## src/hw/rtl/eprc_pkg.sv

```systemverilog
// Package for the EEPROM page register controller.
// Holds the array geometry, bus access codes and the controller/datapath structs.
// No dependencies.
`default_nettype none

package eprc_pkg;

    // Array geometry: 64 pages of 64 bytes, held as 32-bit words
    localparam int PAGE_BYTES = 64;
    localparam int PAGE_COUNT = 64;
    localparam int OFFS_W     = $clog2(PAGE_BYTES);
    localparam int PAGE_W     = $clog2(PAGE_COUNT);
    localparam int PAGE_WORDS = PAGE_BYTES / 4;
    localparam int WORD_W     = $clog2(PAGE_WORDS);
    localparam int ARR_AW     = PAGE_W + WORD_W;
    localparam int DATA_W     = 32;

    // Bus access codes
    localparam logic [2:0] OPC_SET_ADDR    = 3'd0;
    localparam logic [2:0] OPC_SET_CMD     = 3'd1;
    localparam logic [2:0] OPC_WRITE_DATA  = 3'd2;
    localparam logic [2:0] OPC_READ_DATA   = 3'd3;
    localparam logic [2:0] OPC_READ_STATUS = 3'd4;
    localparam logic [2:0] OPC_CLR_STATUS  = 3'd5;

    // Command field codes
    localparam logic [1:0] WID_8         = 2'd0;
    localparam logic [1:0] WID_16        = 2'd1;
    localparam logic [1:0] OP_ERASE_PROG = 2'd2;

    // Status bits
    localparam int STAT_ACCESS_DONE = 0;
    localparam int STAT_PROG_DONE   = 1;

    typedef struct packed {
        logic latch;       // take the accepted item into the datapath
        logic exec;        // apply the item to the register state
        logic prog_step;   // copy one buffer word into the array
        logic rd_capture;  // take array read data into the result
        logic load;        // move the result into the output register
    } eprc_cmd_t;

    typedef struct packed {
        logic need_prog;
        logic need_read;
        logic prog_last;
        logic out_free;
    } eprc_stat_t;

endpackage

`default_nettype wire

```

## src/hw/rtl/eprc_ctrl.sv

```systemverilog
// Controller state machine for the EEPROM page register controller.
// Sequences accept, execute, page copy, array read and result hand-off.
// Depends on eprc_pkg.
`default_nettype none

module eprc_ctrl (
    input  wire                  aclk,
    input  wire                  aresetn,
    input  wire                  s_valid,
    output logic                 s_ready,
    input  eprc_pkg::eprc_stat_t stat,
    output eprc_pkg::eprc_cmd_t  cmd
);
    import eprc_pkg::*;

    localparam logic [2:0] ST_IDLE = 3'd0;
    localparam logic [2:0] ST_EXEC = 3'd1;
    localparam logic [2:0] ST_PROG = 3'd2;
    localparam logic [2:0] ST_READ = 3'd3;
    localparam logic [2:0] ST_DONE = 3'd4;

    logic [2:0] state_reg;
    logic [2:0] state_next;

    always_ff @(posedge aclk) begin
        if (!aresetn) begin
            state_reg <= ST_IDLE;
        end else begin
            state_reg <= state_next;
        end
    end

    always_comb begin
        state_next = state_reg;
        cmd        = '0;
        s_ready    = 1'b0;
        unique case (state_reg)
            ST_IDLE: begin
                s_ready = 1'b1;
                if (s_valid) begin
                    cmd.latch  = 1'b1;
                    state_next = ST_EXEC;
                end
            end
            ST_EXEC: begin
                cmd.exec = 1'b1;
                priority if (stat.need_prog) begin
                    state_next = ST_PROG;
                end else if (stat.need_read) begin
                    state_next = ST_READ;
                end else begin
                    state_next = ST_DONE;
                end
            end
            ST_PROG: begin
                cmd.prog_step = 1'b1;
                if (stat.prog_last) begin
                    state_next = ST_DONE;
                end
            end
            ST_READ: begin
                cmd.rd_capture = 1'b1;
                state_next     = ST_DONE;
            end
            ST_DONE: begin
                // hold the result until the output register frees up
                if (stat.out_free) begin
                    cmd.load   = 1'b1;
                    state_next = ST_IDLE;
                end
            end
            default: begin
                state_next = ST_IDLE;
            end
        endcase
    end

endmodule

`default_nettype wire

```

## config.mk

```make
export PLATFORM = sky130hd
export DESIGN_NAME = eprc_ctrl
export DESIGN_NICKNAME = d
export VERILOG_FILES = /design/src/hw/rtl/eprc_pkg.sv /design/src/hw/rtl/eprc_ctrl.sv
export SDC_FILE = /design/constraint.sdc
export NUM_CORES = 1
export LEC_CHECK = 0
export ABC_AREA = 1
export BUFFER_PORTS_ARGS = -buffer_cell sky130_fd_sc_hd__buf_2
export CAP_MARGIN = 20
export CORE_AREA = 2 2 39 41
export CTS_CLUSTER_SIZE = 30
export DETAILED_ROUTE_END_ITERATION = 10
export DIE_AREA = 0 0 41 43
export GPL_TIMING_DRIVEN = 1
export PLACE_DENSITY = 0.5
export SYNTH_ARGS = -nofsm -noshare
export SYNTH_HDL_FRONTEND = slang
export SYNTH_SLANG_ARGS = --single-unit
```

## constraint.sdc

```tcl
create_clock -name aclk -period 0.9 [get_ports aclk]
set_input_delay 0.09 -clock aclk [delete_from_list [all_inputs] [get_ports aclk]]
set_output_delay 0.09 -clock aclk [all_outputs]
set_load 0.05 [all_outputs]
```

# Word-level counts from Yosys, hierarchy flattened
# Index checks and enable logic that the tools add are counted.
[op_classes]
mux = 14
reduce_logical = 2
n_eq_ne = 7
[ops]
columns = ["cell", "n"]
rows = [
  ["two-way mux 3 bit", 5],
  ["one-hot mux 3 bit (5 select lines)", 1],
  ["two-way mux 1 bit", 8],
  ["equality test 3 x 2 -> 1 bit, second input constant", 2],
  ["!= test 2 bit, second input constant", 3],
  ["equality test 3 x 1 -> 1 bit, second input constant", 1],
  ["equality test 3 bit, second input constant", 1],
  ["zero test 3 bit", 1],
  ["AND reduction 3 bit", 1],
]
[word_totals]
reg_bits = 3
word_cells = 24
input_bits = 7
out_inout_bits = 6

# Logic depth before layout (Yosys ltp)
[depth]
depth_word = 3
depth_mapped = 6
mapped_depth_nobuf = 6

# Least setup slack after synthesis
# No wires, ideal clock.
[synth_path]
kind = "register to output"
start = "register state_reg[2]"
end = "output cmd[0] (netlist bit)"
arrival_ns = 1.915
t_required_ns = 0.810
setup_slack_ns = -1.105
path_stages_with_launch = 3
cell_sequence = "dfxtp_1 > inv_2 > nor4_1"
[synth_lines]
columns = ["item", "line", "text"]
rows = [
  ["start: declaration", "eprc_ctrl.sv:22", "logic [2:0] state_reg;"],
  ["start signal: assignment", "eprc_ctrl.sv:29", "state_reg <= state_next;"],
  ["end: declaration", "eprc_ctrl.sv:12", "output eprc_pkg::eprc_cmd_t cmd"],
]

==> out/results.tsv <==
metric	value	unit
leak pwr	0.237	nW
CTS root buf	clkbuf_4	
Yosys top cell area share	25.0	%
R2R Setup Slk	-0.12	ns
DRC	0	
first-pass GRT wire length	1040	µm
Int Power	1.04	mW
Largest stage delay, worst path	0.38	ns
total grt overflow	0	
number of top-level pins	13	
Core ar.	0.00138	mm²
initial antenna violation count	0	
Compound-Gate Fraction of Synth Area	7.29	%
Power Dens Cells	3820	mW/mm²
CP bufs+invs	3	
drt pass-1 iters	1	
fmax	0.872	GHz
CTS tree	done	
antenna diode count	0	
min-delay src	aresetn	
CP Capture Type	primary output	
Critical Path Source Type	flip-flop	
nets	68	
Die Area	0.00176	mm²
Setup WS post-layout	-0.247	ns
crit path time final	1.15	ns
Post-Syn Instances	38	
RSZ-0062 raised after global routing	yes	
ys async rst share	0	%
skew final	0.00370	ns
Initial Utilization	17.4	%
pre-CTS WS	-0.165	ns
die span in x	41	µm
largest area contributor in the netlist	dfxtp_1	
Post-synth top cells	9 x inv_1, 6 x nor2_2, 4 x nand2_1	
#FFs+latches synth	3	
post-synth design cell area	240	µm²
Fin. Hold Viols	0	
syn_nets	45	
crit-path most repeated cell	nor2_4	
Reg area	71.3	µm²
Synth Area per Inst	6.32	µm²
status	complete, but fails checks	
placed insts	70	
num rows	14	
worst slew pin tran	0.204	ns
Slowest cell on crit path	dfxtp_4	
total of max-cap violations	0	
CP required	0.81	ns
worst skew pair latency	0.23	ns
Hold EP	state_reg[2]	
cts bufs inserted	3	
Max IR drop VDD	1.20	mV
Post-synth top flop	dfxtp_1	
routed via count	301	
Worst Setup SP	state_reg[1]	
Tot GR Track Use	9.13	%
endpoints failing setup	9	
H-tree depth	1	
layout cell share with drive strength beyond 1	75.0	%
largest family of logic cells by synthesized area	simple AND/OR/NAND/NOR gates	
relative slew slack	86.3	%
Worst R2R Start	state_reg[1]	
worst-path fanout max	3	
Reg2Reg Depth	6	
DR iter-0 viols	0	
failing checks	negative setup slack	
worst r2r dst	state_reg[0]	
simple-gate share of the synthesized area	50.5	%
# hold bufs at CTS	0	
Reg clk slew, reported paths	0.04	ns
number of routed nets with antenna violations	0	
WL/cell	8.38	µm
post-synthesis sequential area ratio	25.0	%
final max-slew violation count	0	
adder-cell share of the synthesized area	0	%
DIE HEIGHT	43	µm
hold path depth	3	
Final Non-Filler Cells	76	
CP Data Arrival Time	1.06	ns
crit-path leading delay family	flip-flops	
Synth Area in XOR/XNOR	0	%
final wirelength	637	µm
via density per instance	3.96	
most area-consuming cells after synthesis	dfxtp_1 25%, nor2_2 16%, inv_1 14%	
multiplexer area fraction after synthesis	0	%
Largest register FFs	3	
Cell Chain, Critical Path	inv_4 -> nor2_4 -> inv_2 -> nor2_4 -> buf_8	
Fillers	145	
area of the multi-input gates	210	µm²
count of different cell masters after synthesis	12	
Final Wtd Congestion	0.691	
clock power share	10.9	%
Switching Share	50.3	%
Reg power frac	14.6	%
Ys Warns	0	
CTS Sinks	3	
Setup CP Type	flip-flop to primary output	
most numerous cell in the Yosys netlist	inv_1	
combinational share of power	74.5	%
Net Sw Power	1.05	mW
vias in the first global route	286	
final worst-path cycle share	127	%
largest net degree at the start of global routing	5	
worst min path class	input pin to flip-flop	
EDFF count, synth	0	
Area growth syn-to-layout	128	%
PortBufs	12	
Bufs on Longest Clock Path	2	
==> through the flow <==
stage               TNS [ns]  hold slack (ns)  power (mW)  utilization [%]  cell area (µm²)
floorplan             -0.820            0.241        1.15                -              294
global placement       -1.11            0.373        1.42             29.2              404
detailed placement     -1.05            0.373        1.42             29.2              404
CTS                    -1.70            0.127        2.03             38.1              527
global route           -2.14            0.124        2.22             39.5              547
finish                 -1.63            0.132        2.09             39.5              547
==> layer usage <==
layer	part of all wire [%]	vias to the layer above	global-route usage (%)	wire [µm]
li1	-	164	-	-
met1	40	128	9.29	254
met2	55	9	13.8	350
met3	5.0	0	4.71	32
met4	0	0	6.00	0
met5	0	-	0	0
==> worst min-delay path, stage by stage <==
cell     delay (ns)
buf_2          0.11
nand3_1        0.08
nor2_2         0.04
==> logic make-up after synthesis <==
logic type / Yosys count
AO/OA/AOI/OAI: 3
buffers and inverters: 11
flip-flops: 3
AND/OR/NAND/NOR: 21
==> layout make-up <==
| type | count | share of cell area, % |
|---|---|---|
| clock buffers | 4 | 4.81 |
| well taps | 16 | 3.66 |
| inverters | 11 | 9.84 |
| multi-input cells | 24 | 38.4 |
| flip-flops and latches | 3 | 13.0 |
| repair buffers | 18 | 30.2 |
==> power groups by stage <==
stage	logic, mW	registers, mW	clock network [mW]
global placement	1.16	0.259	0
CTS	1.48	0.307	0.242
finish	1.56	0.305	0.227
floorplan	0.872	0.277	0
global route	1.64	0.317	0.262
detailed placement	1.16	0.261	0
==> cells in the final DEF, fill, tap and decap left out <==
| cell | count |
|---|---|
| clkbuf_1 | 1 |
| nand4_1 | 1 |
| nor2_4 | 5 |
| nand3_1 | 2 |
| inv_1 | 6 |
| clkinvlp_4 | 2 |
| inv_2 | 1 |
| buf_6 | 2 |
| nor4_4 | 1 |
| o21ai_1 | 2 |
| nand2_4 | 1 |
| clkbuf_4 | 3 |
| nand2_1 | 3 |
| dfxtp_4 | 3 |
| a21boi_2 | 1 |
| inv_4 | 2 |
| buf_4 | 5 |
| nand3_4 | 1 |
| buf_8 | 5 |
| buf_2 | 6 |
| nor2_2 | 4 |
| nand3_2 | 3 |
==> worst max-delay path by stage <==
stage | end | slack [ns] | cells after the start
floorplan | cmd[0] | -0.19 | 2
global placement | cmd[4] | -0.16 | 4
detailed placement | cmd[4] | -0.16 | 4
CTS | cmd[4] | -0.26 | 4
global route | cmd[1] | -0.31 | 5
finish | cmd[1] | -0.25 | 5
==> timing repair <==
item,CTS,global route
endpoints found under the setup margin,9,9
pin swaps,3,0
buffers inserted,2,0
resized for setup,24,5
cloned,0,0
(Power assumes the default switching activity.)
